`src/hw/rtl/a85_pkg.sv`:
```
// Shared types, character codes and base-85 power table for the Ascii85 decoder.
package a85_pkg;

  localparam logic [7:0] CHAR_FIRST = 8'h21;  // '!'
  localparam logic [7:0] CHAR_LAST  = 8'h75;  // 'u'
  localparam logic [7:0] CHAR_END   = 8'h7E;  // '~'

  localparam logic [2:0] GROUP_DIGITS = 3'd5;

  localparam int BURST_DEPTH_DEF = 2;

  typedef struct packed {
    logic [7:0] char_code;
    logic       stream_last;
  } in_item_t;

  typedef struct packed {
    logic [7:0] data_byte;
    logic       byte_valid;
    logic       run_last;
    logic       stream_end;
  } out_item_t;

  typedef struct packed {
    logic [31:0] acc;
    logic [2:0]  count;
    logic        terminated;
  } dec_state_t;

  // Bytes produced by one character: top nbytes of word, or a lone end marker.
  typedef struct packed {
    logic [31:0] word;
    logic [2:0]  nbytes;
    logic        marker;
    logic        stream_end;
  } burst_t;

  // 85^idx modulo 2^32 for idx 0 to 5; other indices give 1
  function automatic logic [31:0] pow85(input logic [2:0] idx);
    logic [31:0] p;
    case (idx)
      3'd1:    p = 32'd85;
      3'd2:    p = 32'd7225;
      3'd3:    p = 32'd614125;
      3'd4:    p = 32'd52200625;
      3'd5:    p = 32'd142085829;  // 85^5 - 2^32
      default: p = 32'd1;
    endcase
    return p;
  endfunction

endpackage

```
`src/hw/rtl/ascii85_stream_decoder_top.sv`:
```
// Top level of the Ascii85 stream decoder: input register, decode step, byte queue.
//
// Takes one character per cycle on the char channel while char_ready is high
// and gives decoded bytes, big-endian, one per transfer on the res channel.
// A character is held in the input register and decoded combinationally;
// its bytes leave at one per cycle, while res_ready is high, from a burst
// queue, so a completed group of five digits gives four results; a character
// with no result does not wait for queue room. Input keeps one character
// per cycle while the queue (DEPTH bursts) has room; it drains one byte per
// cycle while res_ready is high, matching the four bytes that five characters
// make. The decode path is one 32x32 multiply by a power of 85 plus one add.
module ascii85_stream_decoder_top #(
  parameter int DEPTH = a85_pkg::BURST_DEPTH_DEF
) (
  input  logic               clk,
  input  logic               rst,
  input  logic               char_valid,
  output logic               char_ready,
  input  a85_pkg::in_item_t  char_data,
  output logic               res_valid,
  input  logic               res_ready,
  output a85_pkg::out_item_t res_data
);
  import a85_pkg::*;

  in_item_t   in_q;
  logic       in_q_valid;
  dec_state_t state;
  dec_state_t state_next;
  burst_t     burst;
  logic       has_result;
  logic       push_ready;
  logic       advance;
  logic       push;

  a85_step u_step (
    .state      (state),
    .item       (in_q),
    .state_next (state_next),
    .burst      (burst)
  );

  assign has_result = burst.marker || (burst.nbytes != 3'd0);
  assign advance    = in_q_valid && (!has_result || push_ready);
  assign push       = advance && has_result;
  assign char_ready = !in_q_valid || advance;

  always_ff @(posedge clk) begin
    if (char_valid && char_ready) begin
      in_q <= char_data;
    end
  end

  always_ff @(posedge clk) begin
    if (rst) begin
      in_q_valid <= 1'b0;
      state      <= '0;
    end else begin
      if (char_ready) begin
        in_q_valid <= char_valid;
      end
      if (advance) begin
        state <= state_next;
      end
    end
  end

  a85_serialiser #(
    .DEPTH (DEPTH)
  ) u_serialiser (
    .clk        (clk),
    .rst        (rst),
    .push       (push),
    .push_data  (burst),
    .push_ready (push_ready),
    .res_valid  (res_valid),
    .res_ready  (res_ready),
    .res_data   (res_data)
  );

`ifndef NO_ASSERTIONS
  // an end marker closes its character's results
  a_marker_closes : assert property (@(posedge clk) disable iff (rst)
    (res_valid && !res_data.byte_valid) |-> (res_data.run_last && res_data.stream_end))
    else $error("end marker transfer without run_last and stream_end");

  // after the end mark, non-final characters give nothing
  a_terminated_quiet : assert property (@(posedge clk) disable iff (rst)
    (in_q_valid && state.terminated && !in_q.stream_last) |-> !has_result)
    else $error("result produced after end mark");

  // the final character returns the group state to reset
  a_stream_reset : assert property (@(posedge clk) disable iff (rst)
    (advance && in_q.stream_last) |=> (state == '0))
    else $error("state not cleared after final character");

  // a partial group never holds five digits
  a_count_range : assert property (@(posedge clk) disable iff (rst)
    state.count <= 3'd4)
    else $error("digit count out of range");
`endif

endmodule

```
`src/hw/rtl/a85_step.sv`:
```
// Combinational decode of one character against the current group state.
module a85_step (
  input  a85_pkg::dec_state_t state,
  input  a85_pkg::in_item_t   item,
  output a85_pkg::dec_state_t state_next,
  output a85_pkg::burst_t     burst
);
  import a85_pkg::*;

  logic        is_digit;
  logic        is_end;
  logic [6:0]  digit;
  logic [7:0]  digit_inc;
  logic [2:0]  count_inc;
  logic [2:0]  sel_flush;
  logic [2:0]  sel_pad;
  logic [31:0] mult_k;
  logic [31:0] add_b;
  logic [31:0] pad_term;
  logic [31:0] prod;
  logic [31:0] word;
  logic [2:0]  flush_bytes;
  logic [2:0]  nbytes;
  logic [7:0]  code_off;

  assign code_off  = item.char_code - CHAR_FIRST;
  assign digit     = code_off[6:0];
  assign digit_inc = {1'b0, digit} + 8'd1;
  assign is_digit  = (item.char_code >= CHAR_FIRST) && (item.char_code <= CHAR_LAST);
  assign is_end    = (item.char_code == CHAR_END);
  assign count_inc = state.count + 3'd1;
  assign sel_flush = GROUP_DIGITS - state.count;
  assign sel_pad   = GROUP_DIGITS - count_inc;

  // padding a partial group with 84s folds to (x+1)*85^m - 1
  assign pad_term    = {24'd0, digit_inc} * pow85(sel_pad);
  assign prod        = state.acc * mult_k;
  assign word        = prod + add_b;
  assign flush_bytes = (state.count == 3'd0) ? 3'd0 : state.count - 3'd1;

  always_comb begin
    state_next = state;
    nbytes     = 3'd0;
    mult_k     = pow85(3'd1);
    add_b      = 32'd0;
    if (!state.terminated) begin
      priority if (is_end) begin
        mult_k     = pow85(sel_flush);
        add_b      = pow85(sel_flush) - 32'd1;
        nbytes     = flush_bytes;
        state_next = '{acc: 32'd0, count: 3'd0, terminated: 1'b1};
      end else if (is_digit) begin
        if (count_inc == GROUP_DIGITS) begin
          add_b      = {25'd0, digit};
          nbytes     = 3'd4;
          state_next = '{acc: 32'd0, count: 3'd0, terminated: 1'b0};
        end else if (item.stream_last) begin
          mult_k = pow85(sel_flush);
          add_b  = pad_term - 32'd1;
          nbytes = state.count;
        end else begin
          add_b      = {25'd0, digit};
          state_next = '{acc: word, count: count_inc, terminated: 1'b0};
        end
      end else if (item.stream_last) begin
        mult_k = pow85(sel_flush);
        add_b  = pow85(sel_flush) - 32'd1;
        nbytes = flush_bytes;
      end
    end
    if (item.stream_last) begin
      state_next = '0;
    end
  end

  assign burst.word       = word;
  assign burst.nbytes     = nbytes;
  assign burst.marker     = item.stream_last && (nbytes == 3'd0);
  assign burst.stream_end = item.stream_last;

endmodule

```
`src/hw/rtl/a85_serialiser.sv`:
```
// Burst queue that hands out decoded bytes one transfer at a time.
module a85_serialiser #(
  parameter int DEPTH = a85_pkg::BURST_DEPTH_DEF
) (
  input  logic               clk,
  input  logic               rst,
  input  logic               push,
  input  a85_pkg::burst_t    push_data,
  output logic               push_ready,
  output logic               res_valid,
  input  logic               res_ready,
  output a85_pkg::out_item_t res_data
);
  import a85_pkg::*;

  localparam int PTR_W = (DEPTH > 1) ? $clog2(DEPTH) : 1;
  localparam int CNT_W = $clog2(DEPTH + 1);
  localparam logic [PTR_W-1:0] PTR_MAX = PTR_W'(DEPTH - 1);
  localparam logic [CNT_W-1:0] CNT_FULL = CNT_W'(DEPTH);

  burst_t           mem [DEPTH];
  logic [PTR_W-1:0] wr_ptr;
  logic [PTR_W-1:0] rd_ptr;
  logic [CNT_W-1:0] fill;
  logic [1:0]       idx;
  burst_t           head;
  logic             burst_done;
  logic             pop;
  logic [7:0]       sel_byte;

  assign head       = mem[rd_ptr];
  assign res_valid  = (fill != '0);
  assign push_ready = (fill != CNT_FULL);
  assign burst_done = head.marker || ({1'b0, idx} == head.nbytes - 3'd1);
  assign pop        = res_valid && res_ready && burst_done;

  always_comb begin
    unique case (idx)
      2'd0: sel_byte = head.word[31:24];
      2'd1: sel_byte = head.word[23:16];
      2'd2: sel_byte = head.word[15:8];
      2'd3: sel_byte = head.word[7:0];
    endcase
  end

  assign res_data.data_byte  = head.marker ? 8'd0 : sel_byte;
  assign res_data.byte_valid = !head.marker;
  assign res_data.run_last   = burst_done;
  assign res_data.stream_end = head.stream_end;

  always_ff @(posedge clk) begin
    if (push) begin
      mem[wr_ptr] <= push_data;
    end
  end

  always_ff @(posedge clk) begin
    if (rst) begin
      wr_ptr <= '0;
      rd_ptr <= '0;
      fill   <= '0;
      idx    <= 2'd0;
    end else begin
      if (push) begin
        wr_ptr <= (wr_ptr == PTR_MAX) ? '0 : wr_ptr + PTR_W'(1);
      end
      if (pop) begin
        rd_ptr <= (rd_ptr == PTR_MAX) ? '0 : rd_ptr + PTR_W'(1);
      end
      if (push && !pop) begin
        fill <= fill + CNT_W'(1);
      end else if (pop && !push) begin
        fill <= fill - CNT_W'(1);
      end
      if (res_valid && res_ready) begin
        idx <= burst_done ? 2'd0 : idx + 2'd1;
      end
    end
  end

endmodule
```
`config.mk`:
```
export PLATFORM = sky130hd
export DESIGN_NAME = ascii85_stream_decoder_top
export DESIGN_NICKNAME = d
export VERILOG_FILES = /design/src/hw/rtl/a85_pkg.sv /design/src/hw/rtl/ascii85_stream_decoder_top.sv /design/src/hw/rtl/a85_step.sv /design/src/hw/rtl/a85_serialiser.sv
export SDC_FILE = /design/constraint.sdc
export NUM_CORES = 2
export LEC_CHECK = 0
export ABC_AREA = 0
export BUFFER_PORTS_ARGS = -buffer_cell sky130_fd_sc_hd__buf_2
export CORE_ASPECT_RATIO = 0.7
export CORE_MARGIN = 2
export CORE_UTILIZATION = 55
export CTS_CLUSTER_DIAMETER = 120
export DETAILED_ROUTE_END_ITERATION = 12
export PLACE_DENSITY = 0.71
export SLEW_MARGIN = 20
export SYNTH_ARGS = -nofsm -noshare
export SYNTH_HDL_FRONTEND = slang
export SYNTH_SLANG_ARGS = --single-unit
```
`constraint.sdc`:
```
create_clock -name clk -period 24.5 [get_ports clk]
set_input_delay 1.225 -clock clk [delete_from_list [all_inputs] [get_ports clk]]
set_output_delay 1.225 -clock clk [all_outputs]
set_load 0.01 [all_outputs]
```
# Word-level counts from Yosys, hierarchy flattened
# Memory sizes are Yosys's and may differ from the RTL's. A register that Yosys moved wholly into a read port is not among the register bits.
# Index checks and enable logic that the tools add are counted.
[totals] memories=1 inputBits=13 elab_cells=117 romBits=0 latch_bits=0 reg_bits=52 out_inout_bits=13 ramBits=74
[classes] reduce_logical=26 eq_ne=18 n_mux=42 n_addsub=16 n_div=0 shift=0 magnitude_cmp=2 bitwise=0 n_mul=2
[memory_table] memory="u_serialiser.mem" words=2 width=37 read_ports=1 rd_clocked_by_memory_dff=1 wr=1 line_no="a85_serialiser.sv:21" source="burst_t mem [DEPTH];"
[ops] operator="32-bit two-way mux" n=16
[ops] operator="28-bit case mux with 5 select lines" n=2
[ops] operator="36-bit two-way mux" n=5
[ops] operator="32-bit by 1-bit subtractor with 32-bit output, second input constant" n=3
[ops] operator="32-bit adder" n=1
[ops] operator="32-bit by 32-bit multiplier with 32-bit output" n=1
[ops] operator="8-bit by 28-bit multiplier with 32-bit output" n=1
[ops] operator="8-bit case mux with 4 select lines" n=1
[ops] operator="28-bit two-way mux" n=1
[ops] operator="3-bit two-way mux" n=7
[ops] operator="3-bit equality test, second input constant" n=5
[ops] operator="3-bit by 2-bit equality test with 1-bit output, second input constant" n=4
[ops] operator="1-bit logical AND" n=9
[ops] operator="7-bit by 1-bit adder with 8-bit output, second input constant" n=1
[ops] operator="8-bit by 7-bit equality test with 1-bit output, second input constant" n=1
[ops] operator="8-bit by 6-bit greater-or-equal comparator with 1-bit output, second input constant" n=1
[ops] operator="8-bit by 7-bit <= comparator with 1-bit output, second input constant" n=1
[ops] operator="8-bit two-way mux" n=1
[ops] operator="7-bit by 6-bit subtractor with 7-bit output, second input constant" n=1
[ops] operator="3-bit by 1-bit equality test with 1-bit output, second input constant" n=2
[ops] operator="3-bit logical NOT" n=2
[ops] operator="1-bit two-way mux" n=6
[ops] operator="2-bit two-way mux" n=3
[ops] operator="3-bit nonzero test" n=2
[ops] operator="other kinds (15)" n=29

# Longest topological paths before layout
[depth] ltp_word=18 ltp_mapped=56 depth_no_buf=54

# Hierarchy
# A second synthesis with hierarchy kept.
[unflattened] hier_cells=3068 area_unflattened_um2=27868.0
[by_module_without_submodules] module="a85_step" area_each_um2=21943.5 n_inst=1 seq_area_each_um2=0.0 cells_per_inst=2591
[by_module_without_submodules] module="a85_serialiser" area_each_um2=3270.6 n_inst=1 seq_area_each_um2=2362.3 cells_per_inst=204
[by_module_without_submodules] module="ascii85_stream_decoder_top" area_each_um2=2653.8 n_inst=1 seq_area_each_um2=1011.0 cells_per_inst=273

# Least setup slack after synthesis
# No wires, ideal clock.
[synth_timing] kind="reg2reg" startpoint="reg state[1] (netlist name)" endpoint="reg state[33] (netlist name)" arrival_ns=12.513 required_time_ns=24.383 path_buffers=2 path_slack_ns=11.869 setup_time_ns=0.117 path_stages_with_launch=52 synth_period_minus_slack_ns=12.631 cell_sequence="dfxtp_1 ha_1 xor2_1 ha_1 clkbuf_1 or2_2 clkbuf_1 nand2_1 a21oi_1 a21oi_1 nand2_1 fa_1 inv_1 fa_1 fa_1 inv_1 fa_1 inv_1 [16 not listed] inv_1 fa_1 inv_1 ha_1 fa_1 inv_1 fa_1 inv_1 ha_1 a21o_1 a21oi_1 a311oi_1 or3_1 o41a_1 a21o_1 a21oi_1 xnor2_1 a32o_1"

==> flow_metrics.env <==
export IMPL_ys_types=71
export IMPL_ys_seq_elements=127
export IMPL_max_slew_margin_pct=26.7
export IMPL_synth_top_family_by_area="adder cells"
export IMPL_startpoint="state[1]$_SDFFE_PP0P_"
export IMPL_r2r_worst_path_cells=46
export IMPL_p_total_uw=1960
export IMPL_r2r_start="state[1]$_SDFFE_PP0P_"
export IMPL_fin_util_pct=58.8
export IMPL_clock_path_buffers=2
export IMPL_yosys_top_cells_count="inv_1, fa_1, ha_1"
export IMPL_grt_pass1_vias=20100
export IMPL_rsz0062_at_grt="no"
export IMPL_slew_violations=0
export IMPL_start_util_pct=55.8
export IMPL_fmax_mhz=69.9
export IMPL_post_cts_resized_instances=0
export IMPL_area_delta_synth_final_pct=5.50
export IMPL_place_congestion=0.965
export IMPL_first_iter_violations=2195
export IMPL_hpwl_mm=62.1
export IMPL_crit_path_max_fanout=18
export IMPL_synthMuxAreaShare_pct=1.14
export IMPL_p_leak_uw=0.0144
export IMPL_drc=0
export IMPL_die_w_um=264
export IMPL_tightest_slew_ps=1100
export IMPL_synth_avg_cell_area_um2=9.22
export IMPL_die_y_um=186
export IMPL_overflow=0
export IMPL_finalWirelength_mm=73.0
export IMPL_use_met2_pct=45.4
export IMPL_fin_crit_sh_pct=58.4
export IMPL_clkSinkCount=127
export IMPL_cts_made_buffers=17
export IMPL_irDropWorstVdd_uv=69.4
export IMPL_synth_area_leaders="fa_1, ha_1, inv_1"
export IMPL_hold_end="u_serialiser.fill[1]$_SDFFE_PP0P_"
export IMPL_synth_yosys_warnings=0
export IMPL_setup_viol=0
export IMPL_postCtsSetupBuffers=0
export IMPL_cts_htree_levels=4
export IMPL_ios=26
export IMPL_ys_seq_area_share_pct=13.0
export IMPL_die_area_um2=48900
export IMPL_hold_depth=2
export IMPL_vias=19200
export IMPL_synth_edff_count=83
export IMPL_synthesis_area_um2=25900
export IMPL_cp_data_arrival_time_ps=14680
export IMPL_end_kind="flop"
export IMPL_tns_ps=0
export IMPL_wl_per_cell_um=21.3
export IMPL_cts_tree="built"
export IMPL_gr_max_usage_layer="met1"
export IMPL_fill_cells=4052
export IMPL_drv_cap=0
export IMPL_crit_path_frequent_cell="fa_1"
export IMPL_nNetsFinal=3580
export IMPL_grtUsageMet1_pct=45.8
export IMPL_syn_inst=2813
export IMPL_core_area_um2=46500
export IMPL_drive_gt1_share_pct=4.52
export IMPL_slowest_delay_ps=870
export IMPL_finalClockSkew_ps=9.08
export IMPL_power_density_nw_per_um2=71.7
export IMPL_cp_start_kind="flop"
export IMPL_clkTransAtPathRegs_ps=70
export IMPL_yosys_area_share_simple_pct=11.3
export IMPL_worstPathRequired_ps=24870
export IMPL_clk_latency_ps=430
export IMPL_grt_use_met3_pct=11.1
export IMPL_cts_root_buf="clkbuf_16"
export IMPL_synthFlopType="edfxtp_1"
export IMPL_via_per_inst=5.62
export IMPL_cts_hold_buffers=0
export IMPL_grtUsageTotal_pct=31.3
export IMPL_ant_nets=0
export IMPL_hp_start="u_serialiser.fill[1]$_SDFFE_PP0P_"
export IMPL_yosysTopAreaCell="fa_1"
export IMPL_reg2reg_to="state[35]$_SDFFE_PP0P_"
export IMPL_grt_max_degree=46
export IMPL_critPathSlowestCell="nor2_1"
export IMPL_final_cells=3422
export IMPL_synth_compound_area_share_pct=7.51
export IMPL_firstDrtPassIters=6
export IMPL_synth_fa_ha_area_share_pct=50.5
export IMPL_async_flop_share_pct=0
export IMPL_port_buffers=25
export IMPL_critical_path_class="flop to flop"
export IMPL_antenna_found_initial=0
export IMPL_synth_top_area_share_pct=35.4
export IMPL_worst_r2r_setup_slack_ps=10190
export IMPL_status="complete, no violations"
export IMPL_yosysMostFrequentCell="inv_1"
export IMPL_num_rows=66
export IMPL_period_needed_ps=14310
export IMPL_hold_path_class="flop to flop"
export IMPL_grt_first_pass_wirelength_mm=115
export IMPL_hold_violations=0
export IMPL_synth_xor_area_share_pct=4.00
export IMPL_dp_cells=3387
export IMPL_syn_nets=3597
## worst max-delay path by stage
stage / to / slack (ps) / depth (start not counted)
after detailed placement: state[35]$_SDFFE_PP0P_ / 10460 / 46
final: state[35]$_SDFFE_PP0P_ / 10190 / 46
after global routing: state[34]$_SDFFE_PP0P_ / 9440 / 53
after CTS: state[35]$_SDFFE_PP0P_ / 10400 / 46
after floorplan: state[33]$_SDFFE_PP0P_ / 11870 / 51
after global placement: state[33]$_SDFFE_PP0P_ / 10690 / 48
## cell families (layout without fill, tap and decap cells)
logic type | count (synthesis) | after routing
AND/OR/NAND/NOR | 627 | 627
other | 0 | 1
XOR/XNOR | 117 | 117
multiplexers | 19 | 19
AO/OA/AOI/OAI | 290 | 290
buffers and inverters | 862 | 858
adder cells (fa/ha/maj) | 771 | 771
flip-flops | 127 | 127
## critical path, delay by kind of cell (launching register included)
kind | cells | cell delay, ps
XOR/XNOR | 11 | 2200
flip-flops | 1 | 540
adder cells (fa/ha/maj) | 15 | 6710
AO/OA/AOI/OAI | 10 | 2570
AND/OR/NAND/NOR | 4 | 1730
buffers and inverters | 6 | 480
## cell type report
cell class / instances / area (um^2) / share of cell area, %
diodes: 1 / 2.50 / 0.00915
clock inverters: 15 / 170 / 0.622
flip-flops and latches: 127 / 3370 / 12.3
well taps: 612 / 766 / 2.80
clock buffers: 17 / 425 / 1.55
repair buffers: 55 / 390 / 1.43
inverters: 771 / 2890 / 10.6
multi-input cells: 1824 / 19300 / 70.7
## sequential cells by signal, summed over array words and instances (netlist names), named ones only
register	count
u_serialiser.mem	74
state	36
in_q	9
u_serialiser.fill	2
u_serialiser.idx	2
in_q_valid	1
u_serialiser.rd_ptr	1
u_serialiser.wr_ptr	1
## metal layers
layer  wire, um  vias up
met5         91        -
met4        984        2
met3       9600       62
met2      29900      916
met1      32500     9663
li1           -     8588
## per-stage QoR
stage / setup slack (ps) / hold slack, ps / cell area (um^2)
2_1_floorplan: 11870 / 467 / 25900
3_3_place_gp: 10690 / 476 / 26700
3_5_place_dp: 10460 / 513 / 26700
4_1_cts: 10400 / 527 / 27300
5_1_grt: 9440 / 564 / 27400
6_report: 10190 / 519 / 27400
## where the power goes
part	total [uW]	switching [uW]	internal (uW)
Combinational	1430	867	562
Clock	252	115	137
Sequential	280	14.0	266
## layout by cell type, fill, tap and decap left out, drive strengths merged, types with 5 or more instances in the layout
| master | n |
|---|---|
| clkinv | 6 |
| o31ai | 10 |
| clkbuf | 17 |
| nand4 | 5 |
| fa | 458 |
| nand2b | 10 |
| or2 | 9 |
| o21bai | 6 |
| a211oi | 7 |
| and3 | 35 |
| and2 | 99 |
| mux2i | 7 |
| xor2 | 30 |
| inv | 779 |
| a21o | 29 |
| nor2b | 12 |
| buf | 55 |
| or3 | 7 |
| o21ai | 48 |
| nor3 | 25 |
| nor2 | 178 |
| edfxtp | 83 |
| mux4 | 8 |
| dfxtp | 44 |
| a222oi | 17 |
| a21oi | 86 |
| ha | 313 |
| a22oi | 30 |
| nand3 | 15 |
| o22ai | 5 |
| o21a | 12 |
| xnor2 | 86 |
| nand2 | 216 |
| a31oi | 11 |
Power figures use the tool's default switching activity.
